--- src/rtl/core/vcsp_pkg.sv ---
// ============================================================================
// VGM command stream parser package
// Record layout, record kinds and command opcodes shared by the parser core,
// its output queue and the top level.
// ============================================================================
package vcsp_pkg;

    // Kind of a parsed record.
    typedef enum logic [2:0] {
        KIND_END         = 3'd0,
        KIND_WAIT        = 3'd1,
        KIND_REG_WRITE   = 3'd2,
        KIND_BLOCK_HDR   = 3'd3,
        KIND_BLOCK_BYTE  = 3'd4,
        KIND_PCM_SEEK    = 3'd5,
        KIND_UNKNOWN     = 3'd6,
        KIND_NO_MARKER   = 3'd7
    } kind_t;

    // Command opcodes.
    localparam logic [7:0] OP_END        = 8'h66;
    localparam logic [7:0] OP_WAIT       = 8'h61;
    localparam logic [7:0] OP_WAIT_NTSC  = 8'h62;
    localparam logic [7:0] OP_WAIT_PAL   = 8'h63;
    localparam logic [7:0] OP_BLOCK      = 8'h67;
    localparam logic [7:0] OP_SEEK       = 8'hE0;
    localparam logic [7:0] OP_WRITE_DATA = 8'h50;
    localparam logic [7:0] OP_WRITE_LO   = 8'h51;
    localparam logic [7:0] OP_WRITE_HI   = 8'h5B;
    localparam logic [7:0] OP_WRITE_A0   = 8'hA0;
    localparam logic [7:0] OP_PORT1_A    = 8'h53;
    localparam logic [7:0] OP_PORT1_B    = 8'h57;
    localparam logic [7:0] OP_PORT1_C    = 8'h59;
    localparam logic [3:0] OP_SHORT_WAIT = 4'h7;
    localparam logic [7:0] BLOCK_MARKER  = 8'h66;

    // Fixed wait lengths in samples.
    localparam logic [15:0] WAIT_NTSC_SAMPLES = 16'd735;
    localparam logic [15:0] WAIT_PAL_SAMPLES  = 16'd882;

    // One output record.
    typedef struct packed {
        kind_t        record_kind;
        logic [7:0]   opcode;
        logic [15:0]  wait_samples;
        logic [7:0]   chip_register;
        logic [7:0]   chip_value;
        logic         chip_port;
        logic [7:0]   block_kind;
        logic [31:0]  block_length;
        logic [31:0]  sample_offset;
        logic [7:0]   payload_byte;
        logic         payload_last;
    } record_t;

    // Operand bytes that follow an opcode before its record is complete.
    function automatic logic [2:0] operands_needed(input logic [7:0] op);
        logic [2:0] n;
        n = 3'd0;
        if (op == OP_WAIT) n = 3'd2;
        else if (op == OP_SEEK) n = 3'd4;
        else if (op == OP_WRITE_DATA) n = 3'd1;
        else if ((op >= OP_WRITE_LO && op <= OP_WRITE_HI) || op == OP_WRITE_A0) n = 3'd2;
        return n;
    endfunction

endpackage

--- src/rtl/core/vcsp_parser.sv ---
// ============================================================================
// VGM command stream parser core
// Holds the parse state and turns each accepted word into at most one record.
// ============================================================================
module vcsp_parser
(
    input  logic               clk,
    input  logic               rst_n,
    input  logic               take,
    input  logic [7:0]         stream_byte,
    output logic               rec_valid,
    output vcsp_pkg::record_t  rec
);

    typedef enum logic [2:0] {
        PH_OPCODE   = 3'd0,
        PH_OPERANDS = 3'd1,
        PH_MARKER   = 3'd2,
        PH_BTYPE    = 3'd3,
        PH_BSIZE    = 3'd4,
        PH_PAYLOAD  = 3'd5
    } phase_t;

    phase_t       phase_reg, phase_next;
    logic [7:0]   held_opcode_reg, held_opcode_next;
    logic [2:0]   operand_count_reg, operand_count_next;
    logic [2:0]   need_reg, need_next;
    logic [31:0]  operand_accum_reg, operand_accum_next;
    logic [7:0]   held_register_reg, held_register_next;
    logic [7:0]   held_block_kind_reg, held_block_kind_next;
    logic [31:0]  payload_left_reg, payload_left_next;

    logic [2:0]   count_inc;
    logic [31:0]  accum_merged;
    logic [31:0]  left_dec;
    logic [2:0]   op_need;

    assign count_inc    = operand_count_reg + 3'd1;
    assign accum_merged = operand_accum_reg
                        | (32'(stream_byte) << {operand_count_reg[1:0], 3'b000});
    assign left_dec     = payload_left_reg - 32'd1;
    assign op_need      = vcsp_pkg::operands_needed(stream_byte);

    always_comb
    begin
        phase_next           = phase_reg;
        held_opcode_next     = held_opcode_reg;
        operand_count_next   = operand_count_reg;
        need_next            = need_reg;
        operand_accum_next   = operand_accum_reg;
        held_register_next   = held_register_reg;
        held_block_kind_next = held_block_kind_reg;
        payload_left_next    = payload_left_reg;
        rec                  = '0;
        rec_valid            = 1'b0;

        if (take)
        begin
            unique case (phase_reg)
                PH_OPCODE:
                begin
                    held_opcode_next   = stream_byte;
                    operand_count_next = 3'd0;
                    operand_accum_next = 32'd0;
                    rec.opcode         = stream_byte;
                    priority if (stream_byte == vcsp_pkg::OP_END)
                    begin
                        rec.record_kind = vcsp_pkg::KIND_END;
                        rec_valid       = 1'b1;
                    end
                    else if (stream_byte == vcsp_pkg::OP_WAIT_NTSC)
                    begin
                        rec.record_kind  = vcsp_pkg::KIND_WAIT;
                        rec.wait_samples = vcsp_pkg::WAIT_NTSC_SAMPLES;
                        rec_valid        = 1'b1;
                    end
                    else if (stream_byte == vcsp_pkg::OP_WAIT_PAL)
                    begin
                        rec.record_kind  = vcsp_pkg::KIND_WAIT;
                        rec.wait_samples = vcsp_pkg::WAIT_PAL_SAMPLES;
                        rec_valid        = 1'b1;
                    end
                    else if (stream_byte[7:4] == vcsp_pkg::OP_SHORT_WAIT)
                    begin
                        rec.record_kind  = vcsp_pkg::KIND_WAIT;
                        rec.wait_samples = 16'(stream_byte[3:0]) + 16'd1;
                        rec_valid        = 1'b1;
                    end
                    else if (stream_byte == vcsp_pkg::OP_BLOCK)
                    begin
                        phase_next = PH_MARKER;
                    end
                    else if (op_need != 3'd0)
                    begin
                        phase_next = PH_OPERANDS;
                        need_next  = op_need;
                    end
                    else
                    begin
                        rec.record_kind = vcsp_pkg::KIND_UNKNOWN;
                        rec_valid       = 1'b1;
                    end
                end

                PH_OPERANDS:
                begin
                    if (held_opcode_reg != vcsp_pkg::OP_WRITE_DATA && operand_count_reg == 3'd0)
                        held_register_next = stream_byte;
                    operand_accum_next = accum_merged;
                    operand_count_next = count_inc;
                    if (count_inc == need_reg)
                    begin
                        phase_next = PH_OPCODE;
                        rec_valid  = 1'b1;
                        rec.opcode = held_opcode_reg;
                        priority if (held_opcode_reg == vcsp_pkg::OP_WAIT)
                        begin
                            rec.record_kind  = vcsp_pkg::KIND_WAIT;
                            rec.wait_samples = accum_merged[15:0];
                        end
                        else if (held_opcode_reg == vcsp_pkg::OP_SEEK)
                        begin
                            rec.record_kind   = vcsp_pkg::KIND_PCM_SEEK;
                            rec.sample_offset = accum_merged;
                        end
                        else if (held_opcode_reg == vcsp_pkg::OP_WRITE_DATA)
                        begin
                            rec.record_kind = vcsp_pkg::KIND_REG_WRITE;
                            rec.chip_value  = accum_merged[7:0];
                        end
                        else
                        begin
                            rec.record_kind   = vcsp_pkg::KIND_REG_WRITE;
                            rec.chip_register = held_register_reg;
                            rec.chip_value    = accum_merged[15:8];
                            rec.chip_port     = (held_opcode_reg == vcsp_pkg::OP_PORT1_A)
                                             || (held_opcode_reg == vcsp_pkg::OP_PORT1_B)
                                             || (held_opcode_reg == vcsp_pkg::OP_PORT1_C);
                        end
                    end
                end

                PH_MARKER:
                begin
                    if (stream_byte == vcsp_pkg::BLOCK_MARKER)
                    begin
                        phase_next = PH_BTYPE;
                    end
                    else
                    begin
                        phase_next      = PH_OPCODE;
                        rec.record_kind = vcsp_pkg::KIND_NO_MARKER;
                        rec.opcode      = vcsp_pkg::OP_BLOCK;
                        rec_valid       = 1'b1;
                    end
                end

                PH_BTYPE:
                begin
                    held_block_kind_next = stream_byte;
                    operand_count_next   = 3'd0;
                    operand_accum_next   = 32'd0;
                    phase_next           = PH_BSIZE;
                end

                PH_BSIZE:
                begin
                    operand_accum_next = accum_merged;
                    operand_count_next = count_inc;
                    if (operand_count_reg == 3'd3)
                    begin
                        payload_left_next = accum_merged;
                        phase_next        = (accum_merged != 32'd0) ? PH_PAYLOAD : PH_OPCODE;
                        rec.record_kind   = vcsp_pkg::KIND_BLOCK_HDR;
                        rec.opcode        = vcsp_pkg::OP_BLOCK;
                        rec.block_kind    = held_block_kind_reg;
                        rec.block_length  = accum_merged;
                        rec_valid         = 1'b1;
                    end
                end

                PH_PAYLOAD:
                begin
                    payload_left_next = left_dec;
                    rec.record_kind   = vcsp_pkg::KIND_BLOCK_BYTE;
                    rec.opcode        = vcsp_pkg::OP_BLOCK;
                    rec.block_kind    = held_block_kind_reg;
                    rec.payload_byte  = stream_byte;
                    rec_valid         = 1'b1;
                    if (left_dec == 32'd0)
                    begin
                        rec.payload_last = 1'b1;
                        phase_next       = PH_OPCODE;
                    end
                end

                default:
                begin
                    phase_next = PH_OPCODE;
                end
            endcase
        end
    end

    always_ff @(posedge clk or negedge rst_n)
    begin
        if (!rst_n)
        begin
            phase_reg           <= PH_OPCODE;
            held_opcode_reg     <= 8'd0;
            operand_count_reg   <= 3'd0;
            need_reg            <= 3'd0;
            operand_accum_reg   <= 32'd0;
            held_register_reg   <= 8'd0;
            held_block_kind_reg <= 8'd0;
            payload_left_reg    <= 32'd0;
        end
        else
        begin
            phase_reg           <= phase_next;
            held_opcode_reg     <= held_opcode_next;
            operand_count_reg   <= operand_count_next;
            need_reg            <= need_next;
            operand_accum_reg   <= operand_accum_next;
            held_register_reg   <= held_register_next;
            held_block_kind_reg <= held_block_kind_next;
            payload_left_reg    <= payload_left_next;
        end
    end

    // A payload phase always has at least one byte still to come.
    a_payload_nonzero: assert property (@(posedge clk) disable iff (!rst_n)
        phase_reg == PH_PAYLOAD |-> payload_left_reg != 32'd0)
        else $error("payload phase with no bytes left");

    // While collecting operands the count stays below the operand need.
    a_operands_bounded: assert property (@(posedge clk) disable iff (!rst_n)
        phase_reg == PH_OPERANDS |-> (operand_count_reg < need_reg && need_reg <= 3'd4))
        else $error("operand count out of range");

    // A bad block marker returns the parser to opcode decoding.
    a_marker_recover: assert property (@(posedge clk) disable iff (!rst_n)
        (take && phase_reg == PH_MARKER && stream_byte != vcsp_pkg::BLOCK_MARKER)
        |=> phase_reg == PH_OPCODE)
        else $error("parser did not resume after a missing marker");

endmodule

--- src/rtl/core/vcsp_out_queue.sv ---
// ============================================================================
// VGM command stream parser output queue
// Two-entry record queue that keeps the input side running while the
// receiver stalls.
// ============================================================================
module vcsp_out_queue
(
    input  logic               clk,
    input  logic               rst_n,
    input  logic               push,
    input  vcsp_pkg::record_t  push_rec,
    output logic               has_space,
    output logic               out_valid,
    input  logic               out_ready,
    output vcsp_pkg::record_t  out_rec
);

    vcsp_pkg::record_t  slot_mem [2];
    logic               wr_ptr_reg, wr_ptr_next;
    logic               rd_ptr_reg, rd_ptr_next;
    logic [1:0]         count_reg, count_next;
    logic               pop;

    assign has_space = (count_reg != 2'd2);
    assign out_valid = (count_reg != 2'd0);
    assign out_rec   = slot_mem[rd_ptr_reg];
    assign pop       = out_valid && out_ready;

    always_comb
    begin
        wr_ptr_next = push ? ~wr_ptr_reg : wr_ptr_reg;
        rd_ptr_next = pop ? ~rd_ptr_reg : rd_ptr_reg;
        count_next  = count_reg + 2'(push) - 2'(pop);
    end

    always_ff @(posedge clk)
    begin
        if (push)
            slot_mem[wr_ptr_reg] <= push_rec;
    end

    always_ff @(posedge clk or negedge rst_n)
    begin
        if (!rst_n)
        begin
            wr_ptr_reg <= 1'b0;
            rd_ptr_reg <= 1'b0;
            count_reg  <= 2'd0;
        end
        else
        begin
            wr_ptr_reg <= wr_ptr_next;
            rd_ptr_reg <= rd_ptr_next;
            count_reg  <= count_next;
        end
    end

    // The queue never overfills.
    a_no_overflow: assert property (@(posedge clk) disable iff (!rst_n)
        push |-> has_space)
        else $error("record pushed into a full queue");

    // Occupancy agrees with the pointer distance.
    a_ptr_match: assert property (@(posedge clk) disable iff (!rst_n)
        (count_reg == 2'd1) == (wr_ptr_reg != rd_ptr_reg))
        else $error("queue pointers disagree with occupancy");

endmodule

--- src/rtl/core/vgm_command_stream_parser.sv ---
// ============================================================================
// VGM command stream parser
// Parses a VGM command stream into records, one word per cycle with queue space.
// ============================================================================
// The input channel (stream_byte, byte_valid, byte_ready) carries one byte of
// the command stream per word. The output channel (record_valid,
// record_ready and the record fields) carries one parsed record per word.
//
// A record appears on the byte that completes a command and on every payload
// byte of a data block. Earlier operand bytes, a matching block marker, the
// block type and the first three length bytes produce no record. Fields that
// do not belong to a record's kind read as zero.
//
// A record is queued as the byte completing it is taken and shows once older
// records have left. Throughput is one byte per cycle while the queue has room,
// set by the single parse step between the parse state registers and the queue.
//
// Reset puts the parser in opcode decoding with all held values cleared and
// empties the output queue. When the receiver stalls, a two-entry queue holds
// records; byte_ready drops only while both entries are full, so the stream
// keeps moving through short stalls at full rate.
// ============================================================================
module vgm_command_stream_parser
(
    input  logic         clk,
    input  logic         rst_n,
    input  logic [7:0]   stream_byte,
    input  logic         byte_valid,
    output logic         byte_ready,
    output logic         record_valid,
    input  logic         record_ready,
    output logic [2:0]   record_kind,
    output logic [7:0]   opcode,
    output logic [15:0]  wait_samples,
    output logic [7:0]   chip_register,
    output logic [7:0]   chip_value,
    output logic         chip_port,
    output logic [7:0]   block_kind,
    output logic [31:0]  block_length,
    output logic [31:0]  sample_offset,
    output logic [7:0]   payload_byte,
    output logic         payload_last
);

    logic               take;
    logic               rec_valid;
    logic               has_space;
    vcsp_pkg::record_t  rec;
    vcsp_pkg::record_t  out_rec;

    // A byte is taken whenever the queue has room for the record it may make.
    assign byte_ready = has_space;
    assign take       = byte_valid && has_space;

    vcsp_parser u_parser
    (
        .clk         (clk),
        .rst_n       (rst_n),
        .take        (take),
        .stream_byte (stream_byte),
        .rec_valid   (rec_valid),
        .rec         (rec)
    );

    vcsp_out_queue u_out_queue
    (
        .clk       (clk),
        .rst_n     (rst_n),
        .push      (rec_valid),
        .push_rec  (rec),
        .has_space (has_space),
        .out_valid (record_valid),
        .out_ready (record_ready),
        .out_rec   (out_rec)
    );

    // Unpack the queued record onto the output ports.
    assign record_kind   = out_rec.record_kind;
    assign opcode        = out_rec.opcode;
    assign wait_samples  = out_rec.wait_samples;
    assign chip_register = out_rec.chip_register;
    assign chip_value    = out_rec.chip_value;
    assign chip_port     = out_rec.chip_port;
    assign block_kind    = out_rec.block_kind;
    assign block_length  = out_rec.block_length;
    assign sample_offset = out_rec.sample_offset;
    assign payload_byte  = out_rec.payload_byte;
    assign payload_last  = out_rec.payload_last;

endmodule
--- config.mk ---
export PLATFORM = sky130hd
export DESIGN_NAME = vgm_command_stream_parser
export DESIGN_NICKNAME = d
export VERILOG_FILES = /design/src/rtl/core/vcsp_pkg.sv /design/src/rtl/core/vcsp_parser.sv /design/src/rtl/core/vcsp_out_queue.sv /design/src/rtl/core/vgm_command_stream_parser.sv
export SDC_FILE = /design/constraint.sdc
export NUM_CORES = 1
export LEC_CHECK = 0
export BUFFER_PORTS_ARGS = -buffer_cell sky130_fd_sc_hd__clkbuf_2
export CORE_MARGIN = 2
export CORE_UTILIZATION = 40
export DETAILED_ROUTE_END_ITERATION = 7
export GPL_TIMING_DRIVEN = 0
export HOLD_SLACK_MARGIN = 0.08
export PLACE_DENSITY_LB_ADDON = 0.25
export SYNTH_ARGS = -nofsm -noshare
export SYNTH_HDL_FRONTEND = slang
export SYNTH_SLANG_ARGS = --single-unit
--- constraint.sdc ---
create_clock -name clk -period 9.2 [get_ports clk]
set_clock_uncertainty 0.15 [all_clocks]
set_input_delay 0.92 -clock clk [delete_from_list [all_inputs] [get_ports clk]]
set_output_delay 0.92 -clock clk [all_outputs]
set_load 0.02 [all_outputs]
# Yosys cells after proc, flatten, opt, wreduce, memory -nomap -nowiden
# Memories as Yosys holds them, arrays and structs flattened.
# Cells that the tools add are included.
word_totals:
  register_bits: 101
  ram_bits: 250
  input_bits: 12
  output_inout_bits: 127
  elab_cells: 151
  n_memories: 1
memory_table:
  columns: ["name", "depth", "word_bits", "read_ports", "rd_clocked_by_memory_dff", "wr", "line_no", "text"]
  rows:
  - ["u_out_queue.slot_mem", 2, 125, 1, 0, 1, "vcsp_out_queue.sv:18", "vcsp_pkg::record_t slot_mem [2];"]
op_classes:
  add_sub_neg: 5
  n_lt_le_gt_ge: 2
  n_eq_ne: 32
  shift: 1
  mux: 67
  n_bitwise: 8
  n_reduce_logical: 24
ops:
  columns: ["operator", "count"]
  rows:
  - ["two-way mux 32 bit", 6]
  - ["one-hot mux 32 bit (2 select lines)", 2]
  - ["two-way mux 125 bit", 1]
  - ["equality test 8 x 7 -> 1 bit, second input constant", 11]
  - ["two-way mux 16 bit", 5]
  - ["two-way mux 3 bit", 21]
  - ["one-hot mux 11 bit (5 select lines)", 1]
  - ["two-way mux 17 bit", 3]
  - ["two-way mux 44 bit", 1]
  - ["two-way mux 40 bit", 1]
  - ["zero test 32 bit", 1]
  - ["bitwise OR 32 bit", 1]
  - ["one-hot mux 16 bit (2 select lines)", 1]
  - ["nonzero test 32 bit", 1]
  - ["<< shifter 8 x 5 -> 32 bit", 1]
  - ["subtractor 32 x 1 -> 32 bit, second input constant", 1]
  - ["equality test 8 bit, second input constant", 3]
  - ["one-hot mux 3 bit (6 select lines)", 1]
  - ["two-way mux 8 bit", 2]
  - ["one-hot mux 8 bit (2 select lines)", 1]
  - ["two-way mux 1 bit", 14]
  - ["two-way mux 11 bit", 1]
  - ["two-way mux 10 bit", 1]
  - ["!= test 2 bit, second input constant", 5]
  - ["other kinds (29)", 53]

# Longest topological paths before layout
# Gate-level depths: netlist (run 1).
logic_depth:
  word_depth: 18
  ltp_mapped: 15
  ltp_nobuf: 12

# By module
# From an unflattened synthesis (run 1), not the netlist that was laid out.
unflattened:
  hier_cells: 1274
  hier_area_um2: 16104.2
modules_own_cells:
  columns: ["module", "instances", "cells_per_inst", "area_each_um2", "seq_area_each_um2"]
  rows:
  - ["vcsp_out_queue", 1, 406, 9370.2, 7607.3]
  - ["vcsp_parser", 1, 867, 6727.7, 2427.3]
  - ["vgm_command_stream_parser", 1, 1, 6.3, 0.0]

# Worst setup path after synthesis (run 1)
# Ideal clock, no wire load.
synth_timing:
  path_kind: "input to register"
  start: "in stream_byte[0]"
  end: "mem u_out_queue.slot_mem[0][0] (netlist name), enable pin"
  setup_ps: 610
  arrival_time_ps: 7804
  t_required_ps: 8440
  setup_slack_ps: 636
  path_stages: 11
  n_path_buf: 3
  cell_sequence: "clkbuf_1 inv_1 ha_1 and4_1 clkbuf_1 nand2_1 a21oi_1 and2_1 clkbuf_1 a31o_2 nor2_1"
synth_between:
  elab_chain_len: 18
  word_cells_on_any_way: 28
  classes_between: "order compare (2); eq/ne (8); mux (15); reduce/logical (3)"
synth_rtl:
  columns: ["item", "line_no", "text"]
  rows:
  - ["from (decl)", "vgm_command_stream_parser.sv:27", "input logic [7:0] stream_byte,"]
  - ["greater-or-equal comparator 8 x 7 -> 1 bit / less-or-equal comparator 8 x 7 -> 1 bit (equally long branches)", "vcsp_pkg.sv:63", "else if ((op >= OP_WRITE_LO && op <= OP_WRITE_HI) || op == OP_WRITE_A0) n = 3'd2;"]
  - ["logical AND 1 bit", "vcsp_pkg.sv:63", null]
  - ["logical OR 1 bit", "vcsp_pkg.sv:63", null]
  - ["two-way mux 2 bit", "vcsp_pkg.sv:63", null]
  - ["two-way mux 3 bit", "vcsp_pkg.sv:62", "else if (op == OP_WRITE_DATA) n = 3'd1;"]
  - ["two-way mux 3 bit", "vcsp_pkg.sv:61", "else if (op == OP_SEEK) n = 3'd4;"]
  - ["two-way mux 3 bit", "vcsp_pkg.sv:60", "if (op == OP_WAIT) n = 3'd2;"]
  - ["nonzero test 3 bit", "vcsp_parser.sv:93", "else if (op_need != 3'd0)"]
  - ["[... 2 more ...]", null, null]
  - ["two-way mux 1 bit", "vcsp_parser.sv:83", "else if (stream_byte[7:4] == vcsp_pkg::OP_SHORT_WAIT)"]
  - ["two-way mux 1 bit", "vcsp_parser.sv:77", "else if (stream_byte == vcsp_pkg::OP_WAIT_PAL)"]
  - ["two-way mux 1 bit", "vcsp_parser.sv:71", "else if (stream_byte == vcsp_pkg::OP_WAIT_NTSC)"]
  - ["two-way mux 1 bit", "vcsp_parser.sv:66", "priority if (stream_byte == vcsp_pkg::OP_END)"]
  - ["one-hot mux 1 bit (5 select lines) (*)", "vcsp_parser.sv:59", "unique case (phase_reg)"]
  - ["two-way mux 1 bit (*)", "vcsp_parser.sv:57", "if (take)"]
  - ["two-way mux 1 bit (*)", "vcsp_out_queue.sv:38", "if (push)"]
  - ["two-way mux 1 bit (not written as such) (*)", "vcsp_out_queue.sv:39", "slot_mem[wr_ptr_reg] <= push_rec;"]
  - ["to (decl)", "vcsp_out_queue.sv:18", null]
# Mark *: on every way between the ends. The rest lies on a longest branch, timed or not.

# Worst setup path after layout (run 1)
layout_timing:
  start: "in stream_byte[0]"
  end: "mem u_out_queue.slot_mem[0][71] (netlist name), enable pin"
# Same word-level chain as after synthesis.

==> impl_metrics.py, run 1 <==
metrics = {
    "global_route": {
        "grt_pass1_vias": 11000,
        "grt_max_degree": 102,
        "grt_use_total_pct": 20.9,
        "grt_pass1_wl_um": 65500,
        "antenna_found_initial": 0,
        "overflow": 0,
    },
    "yosys": {
        "post_synth.cell_area_avg_sq_um": 12.3,
        "synth_cell_types": 67,
        "synth-main-ff-cell": "edfxtp_1",
        "synth_top_cell_by_area": "edfxtp_1",
        "synth.area.top_cells": "edfxtp_1 47%, dfrtp_1 16%, mux2_2 11%",
        "synth_edf_count": 250,
        "yosysWarnings": 0,
        "synth_top_area_share_pct": 47.4,
        "yosysSeqAreaShare_pct": 63.3,
        "syn_inst": 1284,
        "synthesis.area_sq_um": 15800,
        "synthArstFlopShare_pct": 28.8,
        "synthTopCellsByCount": "250 x edfxtp_1, 149 x mux2_2, 117 x nor2_1",
        "ys_ff_latch": 351,
        "yosysMostFrequentCell": "edfxtp_1",
        "synth_fp_nets": 1308,
    },
    "worst_setup_path": {
        "worstPathCellList": "clkbuf_2 -> clkbuf_1 -> inv_1 -> ha_1 -> and4_1 -> clkbuf_1 -> nand2_1 -> a21oi_1 -> and2_1 -> clkbuf_1 -> a31o_2 -> nor2_4 -> buf_12 -> buf_16 -> buf_12 -> buf_12",
        "r2r_end": "u_out_queue.slot_mem[0][71]$_DFFE_PP_",
        "worstPathArrival_ns": 5.18,
        "max_stage_delay_ns": 0.64,
        "cp-end-kind": "flip-flop",
        "critPathKind": "in -> reg",
        "cp_max_fo": 30,
        "critPathLaunchType": "input port",
        "r2r_setup_slack_ns": 5.00,
        "reg2reg_depth": 13,
        "critPathSlowestCell": "nor2_4",
        "reg2reg_from": "u_parser.operand_count_reg[1]$_DFFE_PN0P_",
        "critPathRequiredTime_ns": 9.29,
    },
    "floorplan": {
        "chipWidth_um": 203,
        "die-area_sq_um": 41200,
        "ios": 139,
        "placementRows": 72,
        "core-area_sq_um": 38800,
        "die_y_um": 203,
        "initial_core_util_pct": 40.8,
    },
    "cells_and_area": {
        "largest_register_ffs": 250,
        "drive_gt1_share_pct": 25.1,
        "syn_to_final_growth_pct": 17.3,
        "finalNonFillerCells": 2018,
        "diodes": 0,
        "fin_nets": 1494,
        "fill_cells": 3457,
    },
    "timing": {
        "tightest_slew_ns": 1.33,
        "relSlewSlack_pct": 11.4,
        "worst_slack_ns": 4.11,
        "rsz0062_at_grt": "false",
        "final-max-slew-violation-count": 0,
        "setup_viol": 0,
        "fin_crit_ns": 5.09,
        "setup_tns_ns": 0,
        "finalCritPeriodShare_pct": 55.4,
        "max_freq_mhz": 196,
        "hold_violations": 0,
    },
    "cts": {
        "clk_pin_slew_ns": 0.06,
        "htreeDepth": 2,
        "numCtsBuffers": 38,
        "cts_tree": "yes",
        "cts_hold_buf": 0,
        "cts-resized-gates": 0,
        "clock-sinks": 351,
        "worstSkewPairLatency_ns": 0.54,
        "clockBufferDepth": 3,
        "cts-root-buf": "clkbuf_16",
        "cts_setup_buffers": 0,
    },
    "worst_hold_path": {
        "holdPathStages": 2,
        "whs_endpoint": "u_parser.held_block_kind_reg[3]$_DFFE_PN0P_",
        "hold_class": "reg -> reg",
        "min_from": "u_parser.held_block_kind_reg[3]$_DFFE_PN0P_",
    },
    "place": {
        "dpl.hpwl_um": 29900,
        "place_inst": 1948,
        "port_buffers": 138,
        "preCtsSetupSlack_ns": 3.59,
        "place.gp.congestion": 0.939,
    },
    "routing": {
        "drtPass1Iterations": 6,
        "via_count": 11100,
        "viasPerCell": 5.52,
        "routed_wirelength_um": 43000,
        "drc": 0,
        "drt-initial-drc-count": 897,
        "antenna_left": 0,
        "routedWlPerCell_um": 21.3,
    },
    "outcome": {
        "status": "complete, no violations",
    },
    "power": {
        "ir_worst_vdd_uv": 123,
        "pwr_density_cell_nw_per_um2": 347,
        "leakage_nw": 6.90,
    },
    "job": {
        "max_cap_viol_count": 0,
    },
}
## how the worst max path moves through the flow
stage	start	end	depth (start not counted)
3_3_place_gp	stream_byte[0]	u_out_queue.slot_mem[0][65]$_DFFE_PP_	12
2_1_floorplan	stream_byte[0]	u_out_queue.slot_mem[0][0]$_DFFE_PP_	11
4_1_cts	stream_byte[0]	u_out_queue.slot_mem[0][65]$_DFFE_PP_	16
3_5_place_dp	stream_byte[0]	u_out_queue.slot_mem[0][71]$_DFFE_PP_	16
5_1_grt	stream_byte[0]	u_out_queue.slot_mem[0][68]$_DFFE_PP_	16
6_report	stream_byte[0]	u_out_queue.slot_mem[0][71]$_DFFE_PP_	16
## where the power goes
group	switching (mW)	internal [mW]	leakage, nW	total (mW)
Sequential	0.208	2.15	3.66	2.36
Combinational	1.75	0.884	2.65	2.63
Clock	0.617	0.842	0.588	1.46
Total	2.57	3.88	6.90	6.45
## logic make-up (layout without fill, tap and decap cells)
group                      Yosys count  after routing  synth area share [%]
AOI/OAI and AO/OA                  253            253                  9.49
adders and majority gates           12             12                 0.948
muxes                              150            150                  10.7
and+or+nand+nor                    400            400                  12.3
buffers and inverters              105            321                  2.54
DFF                                351            351                  63.3
xor gates and xnor gates            13             13                 0.719
## layout make-up
| type | instances | area [sq um] | area share (%) |
|---|---|---|---|
| Buffer | 85 | 328 | 1.76 |
| Clock buffer | 54 | 1060 | 5.72 |
| Clock inverter | 16 | 135 | 0.727 |
| Inverter | 20 | 75.1 | 0.404 |
| Multi-Input combinational cell | 828 | 5420 | 29.2 |
| Sequential cell | 351 | 10000 | 54.0 |
| Tap cell | 518 | 648 | 3.49 |
| Timing Repair Buffer | 146 | 875 | 4.71 |
## worst max-delay path: cells and delay by family
family	cells	cell delay (ns)
AO/OA/AOI/OAI	2	0.47
adder cells (fa/ha/maj)	1	0.32
buffers and inverters	9	2.23
AND/OR/NAND/NOR	4	1.15
## stage by stage
stage          power [mW]  hold slack [ns]  utilization [%]  instance area (sq um)
6_report             6.45            0.324             47.8                  18600
2_1_floorplan        4.08            0.292                -                  15800
4_1_cts              6.49            0.330             47.8                  18600
5_1_grt              6.79            0.357             47.8                  18600
3_5_place_dp         5.01            0.317             44.8                  17400
3_3_place_gp         5.02            0.306             44.2                  17200
## placed cells by master (no fill, tap or decap), types with 8 or more instances in the layout
cell       count
and3_1         8
nor2b_1        9
nor2_1       115
clkbuf_1      90
nand3_1       14
nor3_1        33
or3_1         13
xnor2_1        8
ha_1          12
o21ai_0       87
a31oi_1       13
clkbuf_16     39
a22oi_1       10
and2_1        22
nor4_1        10
nand4_1       15
inv_1         20
mux2_2       149
or2_2          9
clkbuf_2     137
edfxtp_1     250
dfrtp_1      101
nand2_1      115
a21oi_1       82
## routing by layer
metal / up-vias / global-route usage (%) / routed length [um]
met5: - / 0 / 0
met4: 0 / 7.51 / 1420
met3: 86 / 2.95 / 2610
met2: 382 / 33.5 / 20400
met1: 5544 / 29.0 / 18600
li1: 5136 / - / -
(Power assumes the default switching activity.)
==> run 2, diff against run 1 <==
- ABC_AREA: unset -> 1
- clock period: 9.2 -> 4.15 ns (I/O delays scaled with it)
==> run 2 against run 1 <==
Non-clock buffer count shrank 10. Die area grew 3.5%. Wire length grew 13%. Clock power grew 130%. First-iteration DRC count grew 32%. Sequential power grew 110%. Core utilization shrank 0.55 points. Worst setup slack lost 3.7 ns. Synthesized cell count grew 38%. Worst hold slack lost 0.17 ns. Largest power group unchanged. Highest routed layer unchanged.
==> impl_metrics.py, run 2 <==
metrics = {
    "worst_setup_path": {
        "max_stage_delay_ns": 0.56,
        "crit_top_cell": "buf_12",
        "worstPathCellList": "clkbuf_8 -> inv_4 -> buf_6 -> ha_4 -> xnor2_1 -> nand2_1 -> nor2_2 -> buf_4 -> nor4_2 -> nand3_1 -> nand3_2 -> clkinvlp_4 -> buf_12 -> buf_12",
        "cp-startpoint": "u_parser.operand_count_reg[1]$_DFFE_PN0P_",
        "cp-end-kind": "flip-flop",
        "critPathSlowestCell": "clkinvlp_4",
        "critPathRequiredTime_ns": 4.28,
        "critPathKind": "reg -> reg",
        "reg2reg_from": "u_parser.operand_count_reg[1]$_DFFE_PN0P_",
        "reg2reg_depth": 14,
        "crit_cells": 14,
        "critPathLaunchType": "flip-flop",
        "path_delay_family": "buffers and inverters",
        "worst-path-buf-inv": 7,
        "worstPathArrival_ns": 3.84,
        "cp_max_fo": 35,
    },
    "yosys": {
        "synth.area.top_cells": "edfxtp_1 46%, dfrtp_1 15%, nand2_1 14%",
        "synth_cell_types": 44,
        "synth_top_cell_by_area": "edfxtp_1",
        "synth_fp_nets": 1799,
        "yosysWarnings": 0,
        "synth_top_area_share_pct": 45.8,
        "post_synth.cell_area_avg_sq_um": 9.24,
        "yosysMostFrequentCell": "nand2_1",
        "synthTopCellsByCount": "604 x nand2_1, 250 x edfxtp_1, 149 x nor2_1",
        "synthesis.area_sq_um": 16400,
        "syn_inst": 1775,
        "ys_ff_latch": 351,
        "yosysSeqAreaShare_pct": 61.2,
        "synthArstFlopShare_pct": 28.8,
        "synth_edf_count": 250,
        "synth-main-ff-cell": "edfxtp_1",
    },
    "floorplan": {
        "chipWidth_um": 207,
        "ios": 139,
        "initial_core_util_pct": 40.4,
        "die_y_um": 207,
        "placementRows": 74,
        "die-area_sq_um": 42600,
        "core-area_sq_um": 40600,
    },
    "cells_and_area": {
        "drive_gt1_share_pct": 14.1,
        "multiInputGateArea_sq_um": 5500,
        "largest_register_ffs": 250,
        "syn_to_final_growth_pct": 17.2,
        "finalNonFillerCells": 2525,
        "final_cell_mix": "603 x nand2_1, 250 x edfxtp_1, 148 x nor2_1",
        "fin_area_sq_um": 19200,
        "fin_nets": 1985,
        "final_core_util_pct": 47.3,
        "ff_latch_area_sq_um": 10000,
        "final_common_cell": "nand2_1",
        "fill_cells": 3860,
    },
    "place": {
        "placed_cell_area_sq_um": 18000,
        "place_inst": 2450,
        "preCtsSetupSlack_ns": 0.301,
        "port_buffers": 135,
        "place.gp.congestion": 0.889,
        "dpl.hpwl_um": 35100,
    },
    "cts": {
        "clock-sinks": 351,
        "htreeDepth": 2,
        "cts-root-buf": "clkbuf_16",
        "numCtsBuffers": 39,
        "clockBufferDepth": 3,
        "clk_pin_slew_ns": 0.06,
        "cts_tree": "yes",
        "worstSkewPairLatency_ns": 0.55,
        "cts_setup_buffers": 0,
    },
    "power": {
        "ir_worst_vdd_uv": 297,
        "total_power_mw": 13.1,
        "internal-power_mw": 7.77,
        "p_clk_share_pct": 25.1,
        "comb_power_share_pct": 37.8,
        "leakage_nw": 8.03,
        "seqPwrFrac_pct": 37.1,
        "p_switching_mw": 5.33,
        "pwr_density_cell_nw_per_um2": 682,
        "switching_share_pct": 40.7,
    },
    "job": {
        "max_cap_viol_count": 0,
    },
    "routing": {
        "routed_wirelength_um": 48500,
        "drtPass1Iterations": 5,
        "drt-initial-drc-count": 1185,
        "via_count": 13100,
        "routedWlPerCell_um": 19.2,
        "viasPerCell": 5.21,
        "antenna_left": 0,
        "drc": 0,
    },
    "timing": {
        "rsz0062_at_grt": "false",
        "worst_hold_slack_ns": 0.154,
        "relSlewSlack_pct": 47.8,
        "setup_tns_ns": 0,
        "worst_slack_ns": 0.436,
        "setup_viol": 0,
        "fin_crit_ns": 3.71,
        "finalCritPeriodShare_pct": 89.5,
        "final-max-slew-violation-count": 0,
        "hold_violations": 0,
        "tightest_slew_ns": 0.782,
        "max_freq_mhz": 269,
    },
    "worst_hold_path": {
        "hold_class": "in -> reg",
        "holdPathStages": 3,
        "min_from": "stream_byte[7]",
    },
    "global_route": {
        "grt_pass1_wl_um": 72900,
        "antenna_found_initial": 1,
        "grt_use_total_pct": 22.7,
        "grt_pass1_vias": 12500,
        "grt_max_degree": 102,
        "overflow": 0,
    },
    "outcome": {
        "status": "complete, no violations",
    },
}
## run 2: cell families after synthesis
logic type	after synthesis	synth area share, %
AOI/OAI and AO/OA	224	7.57
xor gates and xnor gates	7	0.374
adders and majority gates	12	0.915
buffers and inverters	228	5.46
DFF	351	61.2
and+or+nand+nor	953	24.5
## run 2: per-layer routing
metal | vias to the layer above | track usage (%) | wire [um]
met5 | - | 0 | 0
met4 | 0 | 6.53 | 1150
met3 | 74 | 2.81 | 2660
met2 | 439 | 37.2 | 22800
met1 | 6314 | 31.6 | 21900
li1 | 6319 | - | -
## run 2: path summary, 6_finish.rpt
check                                                              end  slack (ns)
hold reg to reg              u_parser.held_register_reg[5]$_DFFE_PN0P_        0.33
max in group asynchronous  u_parser.held_block_kind_reg[4]$_DFFE_PN0P_        3.06
min in group asynchronous           u_out_queue.count_reg[0]$_DFF_PN0_        0.35
setup / recovery                 u_out_queue.slot_mem[0][67]$_DFFE_PP_        0.44
setup reg to reg                 u_out_queue.slot_mem[0][67]$_DFFE_PP_        0.44
hold / removal             u_parser.held_block_kind_reg[7]$_DFFE_PN0P_        0.15
## run 2: what timing repair did
item | 4_1_cts | 5_1_grt
hold buffers | 2 | 0
resized for setup | 0 | 0
endpoints found under the hold margin | 102 | 0
## run 2: area by class of cell
cell class / count / share of cell area, %
clock inverter: 22 / 0.768
antenna: 1 / 0.0130
multi-input combinational: 1196 / 28.6
timing repair buffer: 145 / 4.54
inverter: 152 / 3.01
sequential: 351 / 52.2
tap: 532 / 3.46
buffer: 76 / 1.82
clock buffer: 50 / 5.56
## run 2: worst reg2reg max path: stages, from the launching register on
cell and delay, ns:
dfrtp_1 0.39, clkbuf_8 0.17, inv_4 0.11, buf_6 0.16, ha_4 0.22, xnor2_1 0.12
nand2_1 0.10, nor2_2 0.06, buf_4 0.17, nor4_2 0.22, nand3_1 0.19, nand3_2 0.14
clkinvlp_4 0.56, buf_12 0.44, buf_12 0.21
## run 2: power by group through the flow
stage / clock network (mW) / logic, mW / registers, mW
after floorplan: 0 / 3.04 / 4.90
after global placement: 0 / 4.84 / 4.98
after detailed placement: 0 / 4.96 / 4.92
after CTS: 3.34 / 4.98 / 4.86
after global routing: 3.48 / 5.41 / 4.93
final: 3.29 / 4.95 / 4.86
==> run 3, diff against run 2 <==
- CORE_UTILIZATION: 40 -> 30
==> run 3 against run 2 <==
Global-route usage decreased by 4.8 points. Sequential power barely moved. First-iteration DRC count is 3.0% lower. Non-clock buffer count increased by 1. Largest cell class unchanged. Largest power group unchanged. Critical path type unchanged. Wire length increased by 4.7%. Cell count rose by 6.5%. Total power grew 4.2%. Sequential share of layout area decreased by 1.1 points. Design area up 2.1%. Worst setup slack worse by 0.12 ns.
==> impl_metrics.py, run 3 (same netlist as run 2, synthesis figures left out) <==
metrics = {
    "cells_and_area": {
        "final_cell_mix": "603 x nand2_1, 250 x edfxtp_1, 148 x nor2_1",
        "ff_latch_area_sq_um": 10000,
        "largest_register_ffs": 250,
        "multiInputGateArea_sq_um": 5500,
        "fill_cells": 5404,
        "syn_to_final_growth_pct": 19.6,
        "final_common_cell": "nand2_1",
        "diodes": 0,
        "drive_gt1_share_pct": 14.7,
        "final_core_util_pct": 36.4,
        "fin_nets": 1986,
        "fin_area_sq_um": 19600,
    },
    "power": {
        "leakage_nw": 8.13,
        "internal-power_mw": 8.21,
        "p_clk_share_pct": 27.8,
        "ir_worst_vdd_uv": 287,
        "comb_power_share_pct": 36.6,
        "pwr_density_cell_nw_per_um2": 696,
        "p_switching_mw": 5.45,
        "switching_share_pct": 39.9,
        "seqPwrFrac_pct": 35.6,
    },
    "routing": {
        "drc": 0,
        "routedWlPerCell_um": 18.9,
        "routed_wirelength_um": 50800,
        "viasPerCell": 4.82,
        "antenna_left": 0,
        "drtPass1Iterations": 7,
        "drt-initial-drc-count": 1150,
        "via_count": 13000,
    },
    "floorplan": {
        "ios": 139,
        "initial_core_util_pct": 30.4,
        "chipWidth_um": 238,
        "placementRows": 85,
        "die-area_sq_um": 56600,
        "die_y_um": 238,
        "core-area_sq_um": 53900,
    },
    "job": {
        "max_cap_viol_count": 0,
    },
    "worst_hold_path": {
        "hold_class": "in -> reg",
        "whs_endpoint": "u_parser.held_block_kind_reg[7]$_DFFE_PN0P_",
        "holdPathStages": 3,
        "min_from": "stream_byte[7]",
    },
    "worst_setup_path": {
        "critPathLaunchType": "flip-flop",
        "critPathKind": "reg -> reg",
        "cp-end-kind": "flip-flop",
        "max_stage_delay_ns": 0.62,
        "crit_top_cell": "buf_12",
        "r2r_setup_slack_ns": 0.31,
        "worstPathCellList": "clkbuf_8 -> inv_4 -> buf_6 -> ha_4 -> xnor2_1 -> nand2_1 -> nor2_2 -> buf_4 -> nor4_2 -> nand3_1 -> nand2_2 -> nor2_4 -> buf_12 -> buf_12 -> buf_12",
        "critPathSlowestCell": "nor2_4",
        "r2r_end": "u_out_queue.slot_mem[1][75]$_DFFE_PP_",
        "cp_max_fo": 30,
        "worstPathArrival_ns": 3.93,
        "reg2reg_depth": 15,
        "critPathRequiredTime_ns": 4.25,
        "reg2reg_from": "u_parser.operand_count_reg[1]$_DFFE_PN0P_",
    },
    "global_route": {
        "overflow": 0,
        "grt_max_degree": 100,
        "grt_pass1_vias": 12700,
        "grt_pass1_wl_um": 76500,
        "antenna_found_initial": 0,
        "grt_use_total_pct": 17.8,
    },
    "cts": {
        "clk_pin_slew_ns": 0.06,
        "numCtsBuffers": 39,
        "cts-root-buf": "clkbuf_16",
        "htreeDepth": 2,
        "cts_setup_buffers": 0,
        "worstSkewPairLatency_ns": 0.56,
        "clock-sinks": 351,
        "clockBufferDepth": 3,
        "cts_tree": "yes",
    },
    "timing": {
        "finalCritPeriodShare_pct": 92.5,
        "tightest_slew_ns": 0.825,
        "fin_crit_ns": 3.84,
        "max_freq_mhz": 261,
        "hold_violations": 0,
        "final-max-slew-violation-count": 0,
        "relSlewSlack_pct": 45.0,
        "setup_viol": 0,
        "rsz0062_at_grt": "false",
    },
    "place": {
        "place.gp.congestion": 0.873,
        "placed_cell_area_sq_um": 18200,
        "dpl.hpwl_um": 37000,
        "port_buffers": 135,
    },
    "outcome": {
        "status": "complete, no violations",
    },
}
[run 3: changes by cell type in the layout (fill, tap and decap cells not counted), sizes merged]
| cell | previous run | this run |
|---|---|---|
| bufinv | 1 | 7 |
| clkinvlp | 4 | 3 |
| diode | 1 | 0 |
| clkbuf | 238 | 239 |
| clkinv | 16 | 10 |
| dlygate4sd3 | 2 | 3 |
[run 3: repair_timing]
action	CTS	global route
hold buffers	3	0
gates resized for setup	0	0
hold endpoints to repair	102	0
[run 3: final cells by class]
class | count | area share, %
sequential | 351 | 51.1
multi-input combinational | 1196 | 28.0
clock buffer | 51 | 5.62
timing repair buffer | 146 | 4.49
tap | 696 | 4.44
inverter | 152 | 2.95
buffer | 76 | 1.78
clock inverter | 21 | 1.56
[run 3: how the worst max path moves through the flow]
stage | startpoint | end | slack [ns] | depth (start not counted)
2_1_floorplan | u_parser.operand_count_reg[0]$_DFFE_PN0P_ | u_out_queue.slot_mem[0][0]$_DFFE_PP_ | 0.0002 | 11
5_1_grt | u_parser.operand_count_reg[1]$_DFFE_PN0P_ | u_out_queue.slot_mem[1][27]$_DFFE_PP_ | 0.07 | 15
6_report | u_parser.operand_count_reg[1]$_DFFE_PN0P_ | u_out_queue.slot_mem[1][75]$_DFFE_PP_ | 0.31 | 15
4_1_cts | u_parser.operand_count_reg[1]$_DFFE_PN0P_ | u_out_queue.slot_mem[1][41]$_DFFE_PP_ | 0.27 | 15
3_5_place_dp | stream_byte[1] | u_out_queue.slot_mem[1][67]$_DFFE_PP_ | 0.05 | 14
3_3_place_gp | stream_byte[0] | u_out_queue.slot_mem[1][67]$_DFFE_PP_ | -1.76 | 12
[run 3: worst max-delay path: cells and delay by family (launching register included)]
kind	cells	cell delay, ns
buf+inv	7	1.40
simple gates	6	1.19
flops	1	0.39
fa+ha+maj	1	0.21
xor+xnor	1	0.14
[run 3: through the flow]
step | cells | power [mW] | TNS (ns) | setup WS [ns] | hold WS (ns)
final | 2689 | 13.7 | 0 | 0.312 | 0.119
after global routing | 2689 | 14.4 | 0 | 0.0658 | 0.124
after CTS | 2689 | 13.8 | 0 | 0.275 | 0.0962
after detailed placement | 2614 | 9.98 | 0 | 0.0459 | 0.0828
after global placement | 2606 | 9.92 | -432.11 | -1.76 | 0.305
after floorplan | 1775 | 7.95 | 0 | 0.000183 | -0.0306
[run 3: power by group through the flow]
| stage | Clock, mW | Sequential [mW] | Combinational (mW) |
|---|---|---|---|
| 6_report | 3.80 | 4.87 | 4.99 |
| 2_1_floorplan | 0 | 4.90 | 3.04 |
| 5_1_grt | 4.00 | 4.94 | 5.46 |
| 4_1_cts | 3.85 | 4.86 | 5.06 |
| 3_3_place_gp | 0 | 4.99 | 4.93 |
| 3_5_place_dp | 0 | 4.93 | 5.05 |
[run 3: per-layer routing]
| metal | vias to the layer above | global-route usage, % | share of wire (%) |
|---|---|---|---|
| met4 | 0 | 4.90 | 2.2 |
| met1 | 6218 | 24.3 | 45 |
| met2 | 372 | 29.7 | 48 |
| li1 | 6312 | - | - |
| met3 | 64 | 2.58 | 5.0 |
| met5 | - | 0 | 0 |
